$ cat config.mk
export PLATFORM = sky130hd
export DESIGN_NAME = gmf_series_cell
export DESIGN_NICKNAME = d
export VERILOG_FILES = /design/src/rtl/gmf_series_cell.sv
export SDC_FILE = /design/constraint.sdc
export NUM_CORES = 2
export LEC_CHECK = 0
export BUFFER_PORTS_ARGS = -buffer_cell sky130_fd_sc_hd__buf_2
export CAP_MARGIN = 20
export CORE_MARGIN = 5
export CORE_UTILIZATION = 35
export CTS_CLUSTER_SIZE = 8
export DETAILED_ROUTE_END_ITERATION = 16
export MAX_ROUTING_LAYER = met4
export SLEW_MARGIN = 20
export SYNTH_ARGS = -nofsm -noshare
export SYNTH_HDL_FRONTEND = slang
export SYNTH_SLANG_ARGS = --single-unit
$ cat constraint.sdc
create_clock -name clock -period 11.5 [get_ports clock]
set_clock_uncertainty 0.15 [all_clocks]
set_input_delay 0 -clock clock [delete_from_list [all_inputs] [get_ports clock]]
set_output_delay 0 -clock clock [all_outputs]
set_load 0.005 [all_outputs]
$ cat src/rtl/gmf_series_cell.sv
`timescale 1ns / 1ps
module gmf_series_cell #(
   parameter int unsigned OP_W   = 32,
   parameter int unsigned FRAC   = 32,
   parameter int unsigned DIV    = 12,
   parameter int unsigned SIDE_W = 1
) (
   input  logic              clock,
   input  logic              reset,
   input  logic              advance,
   input  logic              in_valid,
   input  logic [OP_W-1:0]   in_op,
   input  logic [FRAC:0]     in_t,
   input  logic [SIDE_W-1:0] in_side,
   output logic              out_valid,
   output logic [OP_W-1:0]   out_op,
   output logic [FRAC:0]     out_t,
   output logic [SIDE_W-1:0] out_side
);
   localparam int unsigned T_W   = FRAC + 1;
   localparam int unsigned SH    = OP_W + 8;
   localparam logic [63:0] ONE_SH = 64'd1 << SH;
   // Truncated reciprocal: the estimate is the true quotient or one less.
   localparam logic [SH:0]     RECIP = (SH + 1)'(ONE_SH / 64'(DIV));
   localparam logic [OP_W-1:0] DIV_C = OP_W'(DIV);
   localparam logic [T_W-1:0]  ONE_T = T_W'(1) << FRAC;

   logic [OP_W+T_W-1:0]  prod1;
   logic [OP_W+SH:0]     prod2;
   logic [OP_W-1:0]      back;
   logic [OP_W-1:0]      rem;
   logic [OP_W-1:0]      quo;

   logic                 v1_ff, v2_ff, v3_ff;
   logic [OP_W-1:0]      op1_ff, op2_ff, op3_ff;
   logic [SIDE_W-1:0]    side1_ff, side2_ff, side3_ff;
   logic [OP_W-1:0]      w1_ff, w2_ff;
   logic [OP_W-1:0]      qe2_ff;
   logic [T_W-1:0]       t3_ff;

   assign prod1 = in_op * in_t;
   assign prod2 = w1_ff * RECIP;
   assign back  = qe2_ff * DIV_C;
   assign rem   = w2_ff - back;
   assign quo   = (rem >= DIV_C) ? qe2_ff + OP_W'(1) : qe2_ff;

   always_ff @(posedge clock) begin
      if (reset) begin
         v1_ff <= 1'b0;
         v2_ff <= 1'b0;
         v3_ff <= 1'b0;
      end else if (advance) begin
         v1_ff <= in_valid;
         v2_ff <= v1_ff;
         v3_ff <= v2_ff;
      end
   end

   always_ff @(posedge clock) begin
      if (advance) begin
         op1_ff   <= in_op;
         side1_ff <= in_side;
         w1_ff    <= prod1[FRAC +: OP_W];
         op2_ff   <= op1_ff;
         side2_ff <= side1_ff;
         w2_ff    <= w1_ff;
         qe2_ff   <= prod2[SH +: OP_W];
         op3_ff   <= op2_ff;
         side3_ff <= side2_ff;
         t3_ff    <= ONE_T - T_W'(quo);
      end
   end

   assign out_valid = v3_ff;
   assign out_op    = op3_ff;
   assign out_t     = t3_ff;
   assign out_side  = side3_ff;
endmodule

==> results_dict.tcl <==
set metrics [dict create \
    outcome "finished, final reports clean" \
    post_drt_via_cell_ratio 5.00 \
    cp_data_required_time_ps 11640 \
    detail_route.drc_violations 0 \
    hpwl_um 114000 \
    num_vias 37300 \
    clk_root_buffer_cell "sky130_fd_sc_hd__clkbuf_16" \
    yosysWarnings 0 \
    die_height_um 402 \
    die-area_um2 162000 \
    cts_htree_levels 2 \
    finish.net_count 7198 \
    synth_top_flop_cell "sky130_fd_sc_hd__edfxtp_1" \
    crit_type "input port to register" \
    max-slew-margin-rel 0.243 \
    finalSetupViolations 0 \
    grt_use_total 0.190 \
    count_of_flip_flops_with_a_built_in_enable_after_synthesis 223 \
    clk_pin_slew_ps 50 \
    timing.critical_path.arrival_ps 10670 \
    clock_tree_from_tritoncts "built" \
    post_synth.cell_area_avg_um2 9.92 \
    critPathCaptureType "register" \
    rsz0062_at_grt "no" \
    max_freq_mhz 95.0 \
    routed_wire_length_per_instance_um 19.9 \
    detailedRoute.firstIterationViolations 2621 \
    antenna_violating_nets_post_route 0 \
    clk-insertion-delay-late_ps 560 \
    synth-seq-area-share 0.126 \
    synth_seq_cells 226 \
    hold_path.class "input port to register" \
    drt_first_pass_iters 7 \
    core_area_um2 152000 \
    critical-path-top-cell-by-count "sky130_fd_sc_hd__fa_1" \
    placementRows 143 \
    syn_inst 5425 \
    grt_overflow 0 \
    tightestPinTransition_ps 1140 \
    via_count_of_the_first_global_routing_pass 40300 \
    final_critical_path_time_including_i_o_delays_and_setup_ps 10530 \
    fin_tns_setup_ps 0 \
    area_delta_synth_final_pct 6.93 \
    floorplan.initialDensity 0.353 \
    min_period_over_period 0.915 \
    io_pins 137 \
    drive_gt1_frac 0.0452 \
    layout.cells.most_common "sky130_fd_sc_hd__inv_1" \
    async_set_or_reset_flop_fraction_in_the_synthesized_netlist 0 \
    maximum_number_of_pins_on_one_net_before_global_route_repair 153 \
    synth.net_count 7209 \
    wire_length_of_the_first_global_routing_pass_um 235000 \
    drt-total-wl_um 148000 \
    timing.max_cap.violations 0 \
    slew_viol_final 0 \
    clock_path_buffers 3 \
    max_stage_delay_ps 690 \
    floorplan.die.width_um 402 \
    placement.io_buffers 136 \
    worstSetupStartpointType "input port" \
    place_congestion 0.965 \
    final_cell_mix "sky130_fd_sc_hd__inv_1 (1253), sky130_fd_sc_hd__fa_1 (1142), sky130_fd_sc_hd__nand2_1 (657)" \
    critPathMaxFanout 34 \
    cts_buf_count 35 \
    synth_cell_type_count 90 \
    crit_path_top_delay_cell "sky130_fd_sc_hd__buf_2" \
    antenna_found_initial 2 \
    cell_area_after_synthesis_um2 53800 \
    cts_post_setup_buffers_inserted 0 \
    clock_sinks 226 \
    final_count_of_hold_timing_violations 0 \
    n_fill_cell 15300 \
]
==> worst max-delay path, delay by kind of cell <==
kind	cells	cell delay [ps]
AOI/OAI and AO/OA	9	2920
adders and majority gates	9	4180
buffers and inverters	4	1310
xor gates and xnor gates	1	130
and+or+nand+nor	6	2100
==> sequential cells by signal (all words and copies together), names as in the netlist <==
register,flops
out_t,33
op1_ff,32
op2_ff,32
out_op,32
w1_ff,32
w2_ff,30
qe2_ff,29
out_side,1
out_valid,1
side1_ff,1
side2_ff,1
v1_ff,1
v2_ff,1
==> worst paths after layout <==
check                           slack [ps]        from          to  cells after the start
worst min register to register         250  op2_ff[30]  out_op[30]                      0
worst max-delay path                   970   in_op[14]   w1_ff[30]                     29
worst max register to register        2160    w1_ff[2]  qe2_ff[28]                     28
worst min-delay path                    30     in_side    side1_ff                      2
==> synth_stat cells (7+ instances only) <==
library cell	instances	area share
sky130_fd_sc_hd__mux2i_1	12	0.0022
sky130_fd_sc_hd__and2_1	498	0.058
sky130_fd_sc_hd__o31ai_1	8	0.0011
sky130_fd_sc_hd__or2_2	8	0.00093
sky130_fd_sc_hd__nand2b_1	20	0.0023
sky130_fd_sc_hd__o21ai_0	58	0.0054
sky130_fd_sc_hd__nor2_1	101	0.0070
sky130_fd_sc_hd__edfxtp_1	223	0.12
sky130_fd_sc_hd__nor4_1	11	0.0013
sky130_fd_sc_hd__clkbuf_1	209	0.015
sky130_fd_sc_hd__xnor2_1	98	0.016
sky130_fd_sc_hd__nor2b_1	21	0.0024
sky130_fd_sc_hd__nand4_1	30	0.0035
sky130_fd_sc_hd__nand3_1	36	0.0033
sky130_fd_sc_hd__nand2_1	657	0.046
sky130_fd_sc_hd__or3_1	9	0.0010
sky130_fd_sc_hd__and3_1	15	0.0017
sky130_fd_sc_hd__xor2_1	53	0.0086
sky130_fd_sc_hd__a31oi_1	16	0.0019
sky130_fd_sc_hd__fa_1	1142	0.42
sky130_fd_sc_hd__ha_1	572	0.13
sky130_fd_sc_hd__o21a_1	26	0.0036
sky130_fd_sc_hd__nor3_1	32	0.0030
sky130_fd_sc_hd__a21o_1	56	0.0078
sky130_fd_sc_hd__and4_1	10	0.0016
sky130_fd_sc_hd__a311oi_1	13	0.0021
sky130_fd_sc_hd__inv_1	1253	0.087
sky130_fd_sc_hd__a21oi_1	90	0.0084
sky130_fd_sc_hd__o211ai_1	9	0.0013
sky130_fd_sc_hd__buf_2	7	0.00065
sky130_fd_sc_hd__a211oi_1	8	0.0011
==> logic make-up after synthesis <==
logic type / Yosys count / synth area share
fa+ha+maj: 1714 / 0.558
flops: 226 / 0.126
xor+xnor: 155 / 0.0258
simple gates: 1468 / 0.136
compound gates: 374 / 0.0488
mux: 16 / 0.00314
buf+inv: 1472 / 0.103
==> what timing repair did <==
item / CTS / global route
endpoints found under the hold margin: 84 / 0
setup endpoints to repair: 0 / 0
gates resized for setup: 0 / 0
hold buffers: 14 / 0
==> routing by layer <==
layer | vias to the layer above | wire, um | global-route usage | part of all wire
met2 | 1279 | 67600 | 0.294 | 0.46
met3 | 175 | 10800 | 0.0287 | 0.073
li1 | 16500 | - | - | -
met4 | 0 | 3150 | 0.0402 | 0.021
met1 | 19400 | 66900 | 0.268 | 0.45
met5 | - | 0 | - | 0
==> per-stage QoR <==
step	std cells	setup slack [ps]	hold slack (ps)	area [um^2]	util
final	7458	973	27.9	57500	0.377
after detailed placement	7393	735	39.9	56400	0.370
after global routing	7456	534	11.0	57500	0.377
after floorplan	5425	2820	-77.6	53800	-
after CTS	7454	979	0.256	57500	0.377
after global placement	7393	825	45.3	56400	0.370
==> area by class of cell <==
| type | instances | area (um^2) | area share |
|---|---|---|---|
| sequential | 226 | 6760 | 0.117 |
| inverter | 1253 | 4700 | 0.0817 |
| clock buffer | 41 | 908 | 0.0158 |
| multi-input combinational | 3727 | 41500 | 0.721 |
| antenna | 4 | 10.0 | 0.000174 |
| tap | 2030 | 2540 | 0.0441 |
| timing repair buffer | 171 | 1000 | 0.0174 |
| clock inverter | 6 | 119 | 0.00207 |
Power is left out: the tool's default activity adds up to more than one toggle a clock period on the data nets, which glitch-free logic cannot reach.
