## src/rtl/gmf_pkg.sv

```systemverilog
`timescale 1ns / 1ps
package gmf_pkg;

   localparam int unsigned CSR_INDEX_W = 2;
   localparam int unsigned CSR_DATA_W  = 32;

   typedef enum logic [CSR_INDEX_W-1:0] {
      CFG_GAUSS_SCALE = 2'd0,
      CFG_WAVE_NUMBER = 2'd1,
      CFG_AMPLITUDE   = 2'd2
   } cfg_index_type;

   // Fixed-point constants of the mode function.
   localparam logic [31:0] LN2_Q32      = 32'hB172_17F8;
   localparam logic [34:0] PI_Q32       = 35'h3_243F_6A89;
   localparam logic [34:0] HALF_PI_Q32  = 35'h1_921F_B544;
   localparam logic [42:0] TWO_PI_Q40   = 43'h648_7ED5_110B;
   localparam logic [63:0] EXP_LIMIT_Q24 = 64'd24 << 24;

   // The phase product is below 2^80 for positions of up to 48 bits, so 38
   // restoring steps leave the remainder below 2*pi.
   localparam int unsigned MOD_W     = 81;
   localparam int unsigned MOD_STEPS = 38;

   // Octave count of the exponential stays below 64.
   localparam int unsigned QDIV_W     = 38;
   localparam int unsigned QDIV_STEPS = 6;

   localparam int unsigned EXP_TERMS   = 12;
   localparam int unsigned SIN_TERMS   = 6;
   localparam int unsigned CELL_STAGES = 3;

   typedef struct packed {
      logic neg;
      logic last;
   } tag_type;

   typedef struct packed {
      logic [31:0] field_y;
      logic        saturated;
      logic        last_result;
   } result_type;

   function automatic int unsigned sin_div(input int unsigned idx);
      int unsigned d;
      case (idx)
         0: d = 156;
         1: d = 110;
         2: d = 72;
         3: d = 42;
         4: d = 20;
         default: d = 6;
      endcase
      return d;
   endfunction

endpackage

```

## src/rtl/gmf_if.sv

```systemverilog


interface gmf_rsp_if;
   logic               valid;
   logic               ready;
   logic signed [31:0] field_y;
   logic               saturated;
   logic               last_result;

   modport source (output valid, field_y, saturated, last_result, input ready);
   modport sink   (input valid, field_y, saturated, last_result, output ready);
endinterface

```

## src/rtl/gmf_out_buffer.sv

```systemverilog
`timescale 1ns / 1ps
module gmf_out_buffer (
   input  logic                   clock,
   input  logic                   reset,
   input  logic                   push,
   input  gmf_pkg::result_type    push_data,
   output logic                   advance,
   gmf_rsp_if.source              rsp_ch
);
   import gmf_pkg::*;

   result_type  slot_ff [2];
   logic        wr_ff, rd_ff;
   logic [1:0]  count_ff;
   logic [1:0]  count_in;
   logic        pop;
   result_type  head;

   assign pop      = rsp_ch.valid && rsp_ch.ready;
   assign advance  = (count_ff != 2'd2) || rsp_ch.ready;
   assign count_in = count_ff + 2'(push) - 2'(pop);
   assign head     = slot_ff[rd_ff];

   always_ff @(posedge clock) begin
      if (reset) begin
         count_ff <= 2'd0;
         wr_ff    <= 1'b0;
         rd_ff    <= 1'b0;
      end else begin
         count_ff <= count_in;
         if (push) begin
            wr_ff <= ~wr_ff;
         end
         if (pop) begin
            rd_ff <= ~rd_ff;
         end
      end
   end

   always_ff @(posedge clock) begin
      if (push) begin
         slot_ff[wr_ff] <= push_data;
      end
   end

   assign rsp_ch.valid       = count_ff != 2'd0;
   assign rsp_ch.field_y     = head.field_y;
   assign rsp_ch.saturated   = head.saturated;
   assign rsp_ch.last_result = head.last_result;
endmodule
```

## src/flat_wrapper.sv

```systemverilog
// flat-port wrapper written by rule: the top's interface ports become plain ports
module gmf_out_buffer_flat import gmf_pkg::*;
  (clock, reset, push, push_data, advance, rsp_ch_valid, rsp_ch_field_y, rsp_ch_saturated, rsp_ch_last_result, rsp_ch_ready);
  gmf_rsp_if rsp_ch_i ();
  input  logic clock;
  input  logic reset;
  input  logic push;
  input  gmf_pkg::result_type push_data;
  output logic advance;
  output wire logic [$bits(rsp_ch_i.valid)-1:0] rsp_ch_valid;
  output wire logic [$bits(rsp_ch_i.field_y)-1:0] rsp_ch_field_y;
  output wire logic [$bits(rsp_ch_i.saturated)-1:0] rsp_ch_saturated;
  output wire logic [$bits(rsp_ch_i.last_result)-1:0] rsp_ch_last_result;
  input wire logic [$bits(rsp_ch_i.ready)-1:0] rsp_ch_ready;
  assign rsp_ch_valid = rsp_ch_i.valid;
  assign rsp_ch_field_y = rsp_ch_i.field_y;
  assign rsp_ch_saturated = rsp_ch_i.saturated;
  assign rsp_ch_last_result = rsp_ch_i.last_result;
  assign rsp_ch_i.ready = rsp_ch_ready;
  gmf_out_buffer u_core (.clock(clock), .reset(reset), .push(push), .push_data(push_data), .advance(advance), .rsp_ch(rsp_ch_i));
endmodule
```

## config.mk

```make
export PLATFORM = sky130hd
export DESIGN_NAME = gmf_out_buffer_flat
export DESIGN_NICKNAME = d
export VERILOG_FILES = /design/src/rtl/gmf_pkg.sv /design/src/rtl/gmf_if.sv /design/src/rtl/gmf_out_buffer.sv /design/src/flat_wrapper.sv
export SDC_FILE = /design/constraint.sdc
export NUM_CORES = 1
export LEC_CHECK = 0
export ABC_AREA = 1
export BUFFER_PORTS_ARGS = -buffer_cell sky130_fd_sc_hd__buf_2
export CORE_UTILIZATION = 54
export CTS_BUF_LIST = sky130_fd_sc_hd__clkbuf_8
export CTS_CLUSTER_DIAMETER = 100
export DETAILED_ROUTE_END_ITERATION = 12
export MAX_ROUTING_LAYER = met4
export PLACE_DENSITY = 0.89
export SLEW_MARGIN = 10
export SYNTH_ARGS = -nofsm -noshare
export SYNTH_HDL_FRONTEND = slang
export SYNTH_SLANG_ARGS = --single-unit
```

## constraint.sdc

```tcl
create_clock -name clock -period 3.1 [get_ports clock]
set_clock_uncertainty 0.1 [all_clocks]
set_input_delay 0.31 -clock clock [delete_from_list [all_inputs] [get_ports clock]]
set_output_delay 0.31 -clock clock [all_outputs]
set_load 0.005 [all_outputs]
```

==> metrics <==
result of the run=finished, final reports clean; synthesized flop and latch total=73; via count=1409; FF-to-FF path depth=3; total power after layout=0.00248 W; cell area power density=713 nW/µm²; count of yosys warnings during synthesis=0; TritonCTS clock tree=done; capturing element type of the critical path=primary output; routing layer with the top usage in global route=met2; leading cell types in the layout, fill and taps excluded=sky130_fd_sc_hd__buf_2, sky130_fd_sc_hd__edfxtp_1, sky130_fd_sc_hd__mux2_4, sky130_fd_sc_hd__inv_1, sky130_fd_sc_hd__clkbuf_8; worst path setup slack after routing=786 ps; cell leakage power=1.43 nW; FF-to-FF End=u_core.slot_ff[1][15]$_DFFE_PP_; antenna cell count=0; vias in the first global route=1365; worst path required time=2690 ps; summed instance area of the synthesized netlist=2850 µm²; share of final-layout standard cells stronger than drive strength 1=0.552; first-pass GRT wire length=6.35 mm; count of mapped cells out of synthesis=142; CP Launch Type=flip-flop; post-placement setup slack=1130 ps; number of rows in the core area=26; setup bufs post-CTS=0; average vias per placed instance=4.70; number of buffers on the longest clock path=2; gr ovfl total=0; DR DRC count=0; slack of the worst reg-to-reg path=1460 ps; data arrival at the endpoint of the critical path=1900 ps; Yosys top cell by area=sky130_fd_sc_hd__edfxtp_1; clk sink count=73; Period Utilization, post-route=0.746; maximum fanout encountered on the critical timing path=18; placer congestion estimate=0.692; minimum period implied by the final worst setup slack=2310 ps; fraction of met1 tracks used by global routing=0.195; Hold Crit Class=primary input to flip-flop; number of max-slew violations in the final report=0; Avg Cell Area, Syn=20.1 µm²; 1st-pass router iterations=4; met2 track utilization from global routing=0.267; Final TNS setup=0 ps; share of synthesized area occupied by flip-flops and latches=0.752; critical path capture point=rsp_ch_field_y[11]; clock tree root buffer cell=sky130_fd_sc_hd__clkbuf_8; overall die height=74.6 µm; area fraction of the dominant cell type after synthesis=0.717; Post-CTS Resized=0; Final HPWL DP=2.92 mm; ANT nets after route=0; class of the most critical setup path=flip-flop to primary output; NumNets Final=265; achievable clock frequency=0.432 GHz; measured slew at the worst slew-check pin=971 ps; final hold violation count=0; GRT Util Overall=0.173; setup repair after global routing missed its margin=false; number of H-tree levels=3; worst relative slew slack=0.351; Max VDD drop=428 µV; most common library cell in the layout ignoring fill and taps=sky130_fd_sc_hd__buf_2; cts bufs inserted=9; largest net degree at the start of global routing=35; Max Cap Viol=0; hold_buf cts=0; DIE AREA=5570 µm²; first-iteration detailed-routing DRC count=99; area of the core=5110 µm²; number of antenna violations at the first check in global routing=0; number of port buffers=73; final routed wire length divided by cell count=14.4 µm; total wire length=4.32 mm; Synth Net Count=182; top-level I/O count=74; area growth from synthesis to final layout=22.2%; die boundary width=74.6 µm; launch instance of the worst register-to-register path=u_core.wr_ff$_SDFFE_PP0P_; initial standard-cell utilization of the core=0.558; clk slew on worst S/H paths=70 ps; Skew-Pair Late Insertion Delay=330 ps; cell types occupying the most area after synthesis=sky130_fd_sc_hd__edfxtp_1, sky130_fd_sc_hd__mux2_4, sky130_fd_sc_hd__dfxtp_1; final setup violating endpoints=0; Synth cell types=13; M3 GR Usage=0.0696
metrics by stage:
step / area (µm²) / instances / utilization / hold slack [ps]
after floorplan: 2850 / 142 / - / 281
after global placement: 3260 / 284 / 0.639 / 388
after detailed placement: 3260 / 284 / 0.639 / 399
after CTS: 3480 / 300 / 0.682 / 38.8
after global routing: 3480 / 300 / 0.682 / 35.2
final: 3480 / 300 / 0.682 / 56.7
layer usage:
layer	wire (µm)	part of all wire
met5	0	0
met1	1820	0.42
met3	274	0.063
met4	75	0.017
met2	2150	0.50
how the worst min path moves through the flow:
stage	start	end	cells after the start
floorplan	reset	u_core.count_ff[0]$_SDFF_PP0_	1
global placement	u_core.rd_ff$_SDFFE_PP0P_	flip-flop	2
detailed placement	u_core.rd_ff$_SDFFE_PP0P_	flip-flop	2
CTS	push_data[33]	u_core.slot_ff[0][33]$_DFFE_PP_	1
global route	push_data[25]	u_core.slot_ff[1][25]$_DFFE_PP_	1
finish	push_data[30]	u_core.slot_ff[0][30]$_DFFE_PP_	1
critical path, stage by stage (launching register included):
cell	delay, ps
sky130_fd_sc_hd__dfxtp_2	680
sky130_fd_sc_hd__buf_4	410
sky130_fd_sc_hd__mux2_4	330
sky130_fd_sc_hd__buf_2	130
cell families (layout without fill, tap and decap cells):
group / count (synthesis) / count (layout) / synth area share
muxes: 34 / 34 / 0.174
buffers and inverters: 13 / 101 / 0.0369
adders and majority gates: 2 / 2 / 0.00878
and+or+nand+nor: 19 / 19 / 0.0268
DFF: 73 / 73 / 0.752
AOI/OAI and AO/OA: 1 / 1 / 0.00176
where the power goes:
part           leakage (nW)  switching [W]  internal (W)
Clock                 0.117       0.000326      0.000471
Sequential            0.680      0.0000572       0.00115
Combinational         0.635       0.000199      0.000276
Total                  1.43       0.000582       0.00190
state kept, by name, summed over array words and instances, names as in the netlist, named ones only:
signal	cells
u_core.slot_ff	68
u_core.count_ff	2
u_core.rd_ff	1
u_core.wr_ff	1
Yosys cell counts (all sizes together):
library cell	instances
edfxtp	68
mux2	34
inv	9
nor2	9
nand2	6
dfxtp	5
buf	4
nand3	3
ha	2
a21oi	1
nor3	1
cell type report:
| class | instances | area (µm²) |
|---|---|---|
| Sequential cell | 73 | 2140 |
| Inverter | 9 | 33.8 |
| Clock inverter | 6 | 82.6 |
| Tap cell | 70 | 87.6 |
| Clock buffer | 10 | 138 |
| Multi-Input combinational cell | 56 | 609 |
| Timing Repair Buffer | 76 | 388 |
| Fill cell | 351 | 1630 |
No activity file was read; power rests on OpenSTA's default activity.
