`src/rtl/gmf_csub_cell.sv`:
```
`timescale 1ns / 1ps
module gmf_csub_cell #(
   parameter int unsigned     W      = 81,
   parameter int unsigned     SIDE_W = 1,
   parameter int unsigned     Q_W    = 1,
   parameter logic [W-1:0]    SUB    = '0
) (
   input  logic              clock,
   input  logic              reset,
   input  logic              advance,
   input  logic              in_valid,
   input  logic [W-1:0]      in_rem,
   input  logic [Q_W-1:0]    in_q,
   input  logic [SIDE_W-1:0] in_side,
   output logic              out_valid,
   output logic [W-1:0]      out_rem,
   output logic [Q_W-1:0]    out_q,
   output logic [SIDE_W-1:0] out_side
);
   logic              take;
   logic [W-1:0]      rem_in;
   logic [Q_W-1:0]    q_in;
   logic              valid_ff;
   logic [W-1:0]      rem_ff;
   logic [Q_W-1:0]    q_ff;
   logic [SIDE_W-1:0] side_ff;

   assign take   = in_rem >= SUB;
   assign rem_in = take ? in_rem - SUB : in_rem;

   generate
      if (Q_W > 1) begin : g_shift
         assign q_in = {in_q[Q_W-2:0], take};
      end else begin : g_bit
         assign q_in = take;
      end
   endgenerate

   always_ff @(posedge clock) begin
      if (reset) begin
         valid_ff <= 1'b0;
      end else if (advance) begin
         valid_ff <= in_valid;
      end
   end

   always_ff @(posedge clock) begin
      if (advance) begin
         rem_ff  <= rem_in;
         q_ff    <= q_in;
         side_ff <= in_side;
      end
   end

   assign out_valid = valid_ff;
   assign out_rem   = rem_ff;
   assign out_q     = q_ff;
   assign out_side  = side_ff;
endmodule

```
`config.mk`:
```
export PLATFORM = sky130hd
export DESIGN_NAME = gmf_csub_cell
export DESIGN_NICKNAME = d
export VERILOG_FILES = /design/src/rtl/gmf_csub_cell.sv
export SDC_FILE = /design/constraint.sdc
export NUM_CORES = 1
export LEC_CHECK = 0
export ABC_AREA = 0
export ABC_CLOCK_PERIOD_IN_PS = 800
export BUFFER_PORTS_ARGS = -buffer_cell sky130_fd_sc_hd__buf_2
export CAP_MARGIN = 20
export CELL_PAD_IN_SITES_DETAIL_PLACEMENT = 1
export CELL_PAD_IN_SITES_GLOBAL_PLACEMENT = 1
export CORE_ASPECT_RATIO = 0.5
export CORE_MARGIN = 2
export CORE_UTILIZATION = 32
export DETAILED_ROUTE_END_ITERATION = 16
export PLACE_DENSITY_LB_ADDON = 0.25
export SKIP_CTS_REPAIR_TIMING = 1
export SLEW_MARGIN = 5
export SYNTH_ARGS = -nofsm -noshare
export SYNTH_HDL_FRONTEND = slang
export SYNTH_SLANG_ARGS = --single-unit
```
`constraint.sdc`:
```
create_clock -name clock -period 0.8 [get_ports clock]
set_input_delay 0.2 -clock clock [delete_from_list [all_inputs] [get_ports clock]]
set_output_delay 0.2 -clock clock [all_outputs]
set_load 0.02 [all_outputs]
```
==> metrics.md, run 1 <==
| Metric | Value |
|---|---|
| Status | `finished with violations` |
| Failing checks | `setup timing` |
| Worst IR Drop VDD | `1.300 mV` |
| # clock sinks | `83` |
| Vias | `1557` |
| Pleak | `0.001766 uW` |
| Worst Path Required | `0.60 ns` |
| Crit path DAT | `0.88 ns` |
| Post-Syn Area per Cell | `28.82 sq um` |
| Total power | `10320 uW` |
| Pin count of the biggest net entering global routing | `37` |
| Synth top area share | `98.20%` |
| Syn Nets | `174` |
| DR vias/cell | `4.087` |
| Routability cong. | `0.6683` |
| Final min period | `1.084 ns` |
| Most common cell after layout, fill and taps aside | `buf_2` |
| Post-Syn Area | `0.002507 sq mm` |
| Highest-count cells in the layout ignoring fill and taps | `buf_2, edfxtp_1, buf_6` |
| Die ar. | `0.008602 sq mm` |
| Wire per inst | `15.89 microns` |
| Crit-path max FO | `1` |
| DIE WIDTH | `129.2 microns` |
| Delay-heaviest family, CP | `flip-flops` |
| Drt drc | `0` |
| Floorplan row count | `22` |
| Root buffer cell | `clkbuf_16` |
| Placed cell area | `0.003538 sq mm` |
| DR iter-0 viols | `109` |
| Top routing layer in use | `met4` |
| Synthesized netlist cell count | `87` |
| Clk_skew | `0 ns` |
| Post-synthesis cell type count | `6` |
| Routed met2 length | `3606 microns` |
| PwrDens | `2466 mW/mm^2` |
| Hold_sp | `reset` |
| Max_cap viols | `0` |
| Post-synth top area cell | `edfxtp_1` |
| Synthesized flop and latch total | `83` |
| Final slew viol count | `0` |
| Unrepaired setup endpoints after global routing | `true` |
| Critical path buffers and inverters | `1` |
| IO Port Bufs | `168` |
| Worst Setup SP | `out_rem[29]` |
| Design Area, Final | `0.004183 sq mm` |
| Crit end category | `output pin` |
| RR Startpoint | `out_valid` |
| Layout area overhead | `66.82%` |
| CP Launch Type | `flip-flop` |
| Final setup TNS | `-20.57 ns` |
| Final Util | `56.07%` |
| Finish-stage setup viols | `83` |
| Die height | `66.59 microns` |
| I/O Pins | `171` |
| Period utilisation layout | `135.5%` |
| Antenna violations before repair | `0` |
| Fill count | `701` |
| Antenna viol nets, final | `0` |
| Total CTS buffers | `9` |
| Seq/Total Area, Yosys | `99.00%` |
| CTS tree | `yes` |
| Worst-path clk slew | `0.06 ns` |
| Antenna cell count | `0` |
| Achievable clock frequency | `922.6 MHz` |
| Share of cells above drive strength 1 | `66.67%` |
| Grt total ovfl | `0` |
| YS warnings | `0` |
| Final hold vios | `0` |
| Crit-path cells | `buf_6` |
| Routed met3 length | `459 microns` |
| Clk_lat worst skew | `0.32 ns` |
| Setup CP Type | `flip-flop to output pin` |
| GRT Resource Usage Total | `13.54%` |
| CORE AREA | `0.007460 sq mm` |
| Starting density of the core | `33.61%` |
| Vias in the first global route | `1634` |
| H-tree depth | `3` |
| Slack of the critical path | `-0.2838 ns` |
| First-pass GRT wire length | `8217 microns` |
| Routed Wire Length | `6055 microns` |
| Max incr delay on CP | `0.40 ns` |
| Area contributors post-synth | `edfxtp_1, dfxtp_1, mux2i_1, buf_4, conb_1` |
| Hold Crit Class | `primary input to flip-flop` |
| Max Buffers Root-to-Sink | `2` |
| Layout Nets | `355` |
| First-pass DRT Iterations | `4` |
| Critical path's slowest cell | `edfxtp_1` |
| Met1 WL | `1893 microns` |
[metal layers]
| layer | vias up | GRT usage [%] |
|---|---|---|
| met5 | - | 0 |
| met4 | 0 | 7.065 |
| met3 | 10 | 5.863 |
| met2 | 71 | 25.13 |
| met1 | 765 | 12.89 |
| li1 | 711 | - |
[worst register-to-register path, stage by stage, from the launching register on]
cell and delay [ns]:
dfxtp_2 0.32, mux2i_1 0.12, nor2_1 0.05
[synth_stat cells]
| master | count |
|---|---|
| conb_1 | 1 |
| edfxtp_1 | 82 |
| buf_4 | 1 |
| dfxtp_1 | 1 |
| nor2_1 | 1 |
| mux2i_1 | 1 |
[state kept, by name, indices dropped and copies added (netlist names)]
register	cells
out_rem	81
out_side	1
out_valid	1
[kinds of logic after synthesis]
logic type	count (synthesis)	synth area share, %
muxes	1	0.3992
other	1	0.1496
DFF	83	99.00
and+or+nand+nor	1	0.1496
buffers and inverters	1	0.2995
[per-stage QoR]
step	setup WS [ns]	hold slack [ns]	std cells
final	-0.2838	0.02169	381
after global routing	-0.3323	0.01087	381
after CTS	-0.3016	0.01693	381
after detailed placement	-0.09521	0.3630	365
after global placement	-0.08151	0.3639	365
after floorplan	0.1505	0.2724	87
[where the power goes]
part / switching [uW] / total [uW] / internal [uW]
combinational: 708 / 1380 / 668
sequential: 138 / 5310 / 5170
clock: 1440 / 3630 / 2190
total: 2280 / 10300 / 8030
[final timing paths]
| check | endpoint | cells after the start | slack (ns) |
|---|---|---|---|
| worst max-delay path | out_rem[29] | 1 | -0.28 |
| worst min-delay path | out_valid | 2 | 0.02 |
| worst max register to register | out_valid | 2 | 0.20 |
| worst min register to register | out_valid | 2 | 0.51 |
[final cells by class]
| class | instances | area, sq um | area share (%) |
|---|---|---|---|
| sequential | 83 | 2484 | 59.38 |
| timing repair buffer | 171 | 1285 | 30.72 |
| tap | 108 | 135.1 | 3.231 |
| clock buffer | 16 | 261.5 | 6.252 |
| multi-input combinational | 3 | 17.52 | 0.4188 |
(Power assumes the default switching activity.)
==> inputs of run 2 (changes only) <==
GPL_TIMING_DRIVEN = 0   (was not set)
PLACE_DENSITY = 0.79   (was not set)
PLACE_DENSITY_LB_ADDON = not set   (was 0.25)
SKIP_CTS_REPAIR_TIMING = not set   (was 1)
==> run 2 against run 1 <==
Effect of this change: highest routed layer unchanged; flip-flop and latch count stayed put; the flow still finishes with violations (setup timing); hold slack improved by 0.0071 ns; critical endpoint is now out_rem[63]; clock skew is the same; largest power group unchanged.
==> metrics.md, run 2 (same netlist as run 1, synthesis figures left out) <==
| Metric | Value |
|---|---|
| Floorplan row count | `22` |
| Routability cong. | `0.7375` |
| Slack of the critical path | `-0.2930 ns` |
| CTS tree | `yes` |
| GRT Resource Usage Total | `15.99%` |
| First-pass DRT Iterations | `6` |
| Highest-count cells in the layout ignoring fill and taps | `buf_2, edfxtp_1, buf_6` |
| Hold_sp | `reset` |
| PwrDens | `2513 mW/mm^2` |
| Finish-stage setup viols | `83` |
| Worst Path Required | `0.60 ns` |
| Failing checks | `setup timing` |
| Setup CP Type | `flip-flop to output pin` |
| Layout area overhead | `68.96%` |
| Max incr delay on CP | `0.41 ns` |
| CP Launch Type | `flip-flop` |
| DR vias/cell | `4.108` |
| R2r endpoint | `out_valid` |
| Worst IR Drop VDD | `1.214 mV` |
| Final setup TNS | `-21.25 ns` |
| Drt drc | `0` |
| Pleak | `0.001795 uW` |
| Vias in the first global route | `1723` |
| Die ar. | `0.008602 sq mm` |
| Final hold vios | `0` |
| H-tree depth | `3` |
| Register-to-Register Path Depth | `2` |
| Crit-path max FO | `1` |
| Status | `finished with violations` |
| Min-Delay Path Depth | `2` |
| Crit path DAT | `0.89 ns` |
| Routed Wire Length | `6966 microns` |
| Wire per inst | `18.33 microns` |
| Post-CTS setup buffers | `0` |
| First-pass GRT wire length | `9653 microns` |
| Antenna cell count | `0` |
| Unrepaired setup endpoints after global routing | `true` |
| Grt total ovfl | `0` |
| Max Buffers Root-to-Sink | `2` |
| Delay-heaviest family, CP | `flip-flops` |
| Final Util | `56.79%` |
| Final min period | `1.093 ns` |
| Period utilisation layout | `136.6%` |
| Largest register FFs | `81` |
| # clock sinks | `83` |
| FF-to-FF setup slack | `0.18 ns` |
| Share of cells above drive strength 1 | `67.28%` |
| Pin count of the biggest net entering global routing | `31` |
| CORE AREA | `0.007460 sq mm` |
| Hold Path End | `out_valid` |
| Worst-path clk slew | `0.06 ns` |
| Antenna viol nets, final | `0` |
| I/O Pins | `171` |
| Critical path buffers and inverters | `1` |
| Achievable clock frequency | `914.9 MHz` |
| Max_cap viols | `0` |
| Starting density of the core | `33.61%` |
| Total CTS buffers | `9` |
| Crit end category | `output pin` |
| DIE WIDTH | `129.2 microns` |
| Crit-path cells | `buf_6` |
| Root buffer cell | `clkbuf_16` |
| Clk_skew | `0 ns` |
| Final slew viol count | `0` |
| Antenna violations before repair | `0` |
| Dpl ws | `-0.4163 ns` |
| IO Port Bufs | `168` |
| Critical path's slowest cell | `edfxtp_1` |
| Vias | `1561` |
| RR Startpoint | `out_valid` |
| Hold Crit Class | `primary input to flip-flop` |
| Layout Nets | `355` |
| DR iter-0 viols | `131` |
| Most common cell after layout, fill and taps aside | `buf_2` |
| Die height | `66.59 microns` |
| Clk_lat worst skew | `0.32 ns` |
## run 2: changes by cell type in the layout (fill, tap and decap cells not counted), moves of 2 or more
cell,delta
clkbuf_1,-4
buf_6,+4
buf_2,-4
buf_12,-3
clkinv_1,+2
## run 2: worst max-delay path by stage
stage	from	to	slack, ns	cells after the start
detailed placement	advance	out_rem[21]	-0.42	2
floorplan	out_rem[0]	out_rem[0]	0.15	0
finish	out_rem[63]	out_rem[63]	-0.29	1
global placement	advance	out_valid	-1.13	3
global route	out_rem[42]	out_rem[42]	-0.32	1
CTS	out_rem[68]	out_rem[68]	-0.30	1
## run 2: routing by layer
metal / vias up / GRT usage (%) / part of all wire, %
met1: 803 / 15.68 / 33
li1: 709 / - / -
met5: - / 0 / 0
met4: 0 / 6.522 / 1.4
met3: 11 / 3.695 / 2.9
met2: 38 / 32.63 / 62
## run 2: report_power, final
group          internal [uW]  switching [uW]  leakage [uW]
registers               5170             150      0.000811
clock network           2370            1520      0.000134
logic                    697             735      0.000849
total                   8240            2400       0.00179
## run 2: final cells by class
type                       count  area, sq um
buffer                         1        7.507
clock buffer                  11        232.7
clock inverter                 4        42.54
fill                         708         3223
multi-input combinational      3        17.52
sequential                    83         2484
tap                          108        135.1
timing repair buffer         170         1318
## run 2: metrics by stage
stage | hold slack [ns] | cells | power [uW] | cell area, sq um
global placement | 0.3693 | 363 | 6386 | 3483
finish | 0.02879 | 380 | 10650 | 4237
detailed placement | 0.3687 | 364 | 6454 | 3513
floorplan | 0.2724 | 87 | 5806 | 2507
CTS | 0.01003 | 380 | 10600 | 4093
global route | 0.03008 | 380 | 10960 | 4237
## run 2: what timing repair did
| item | CTS | global route |
|---|---|---|
| hold buffers | 0 | 0 |
| gates cloned | 1 | 0 |
| gates resized for setup | 87 | 46 |
| setup endpoints to repair | 142 | 83 |
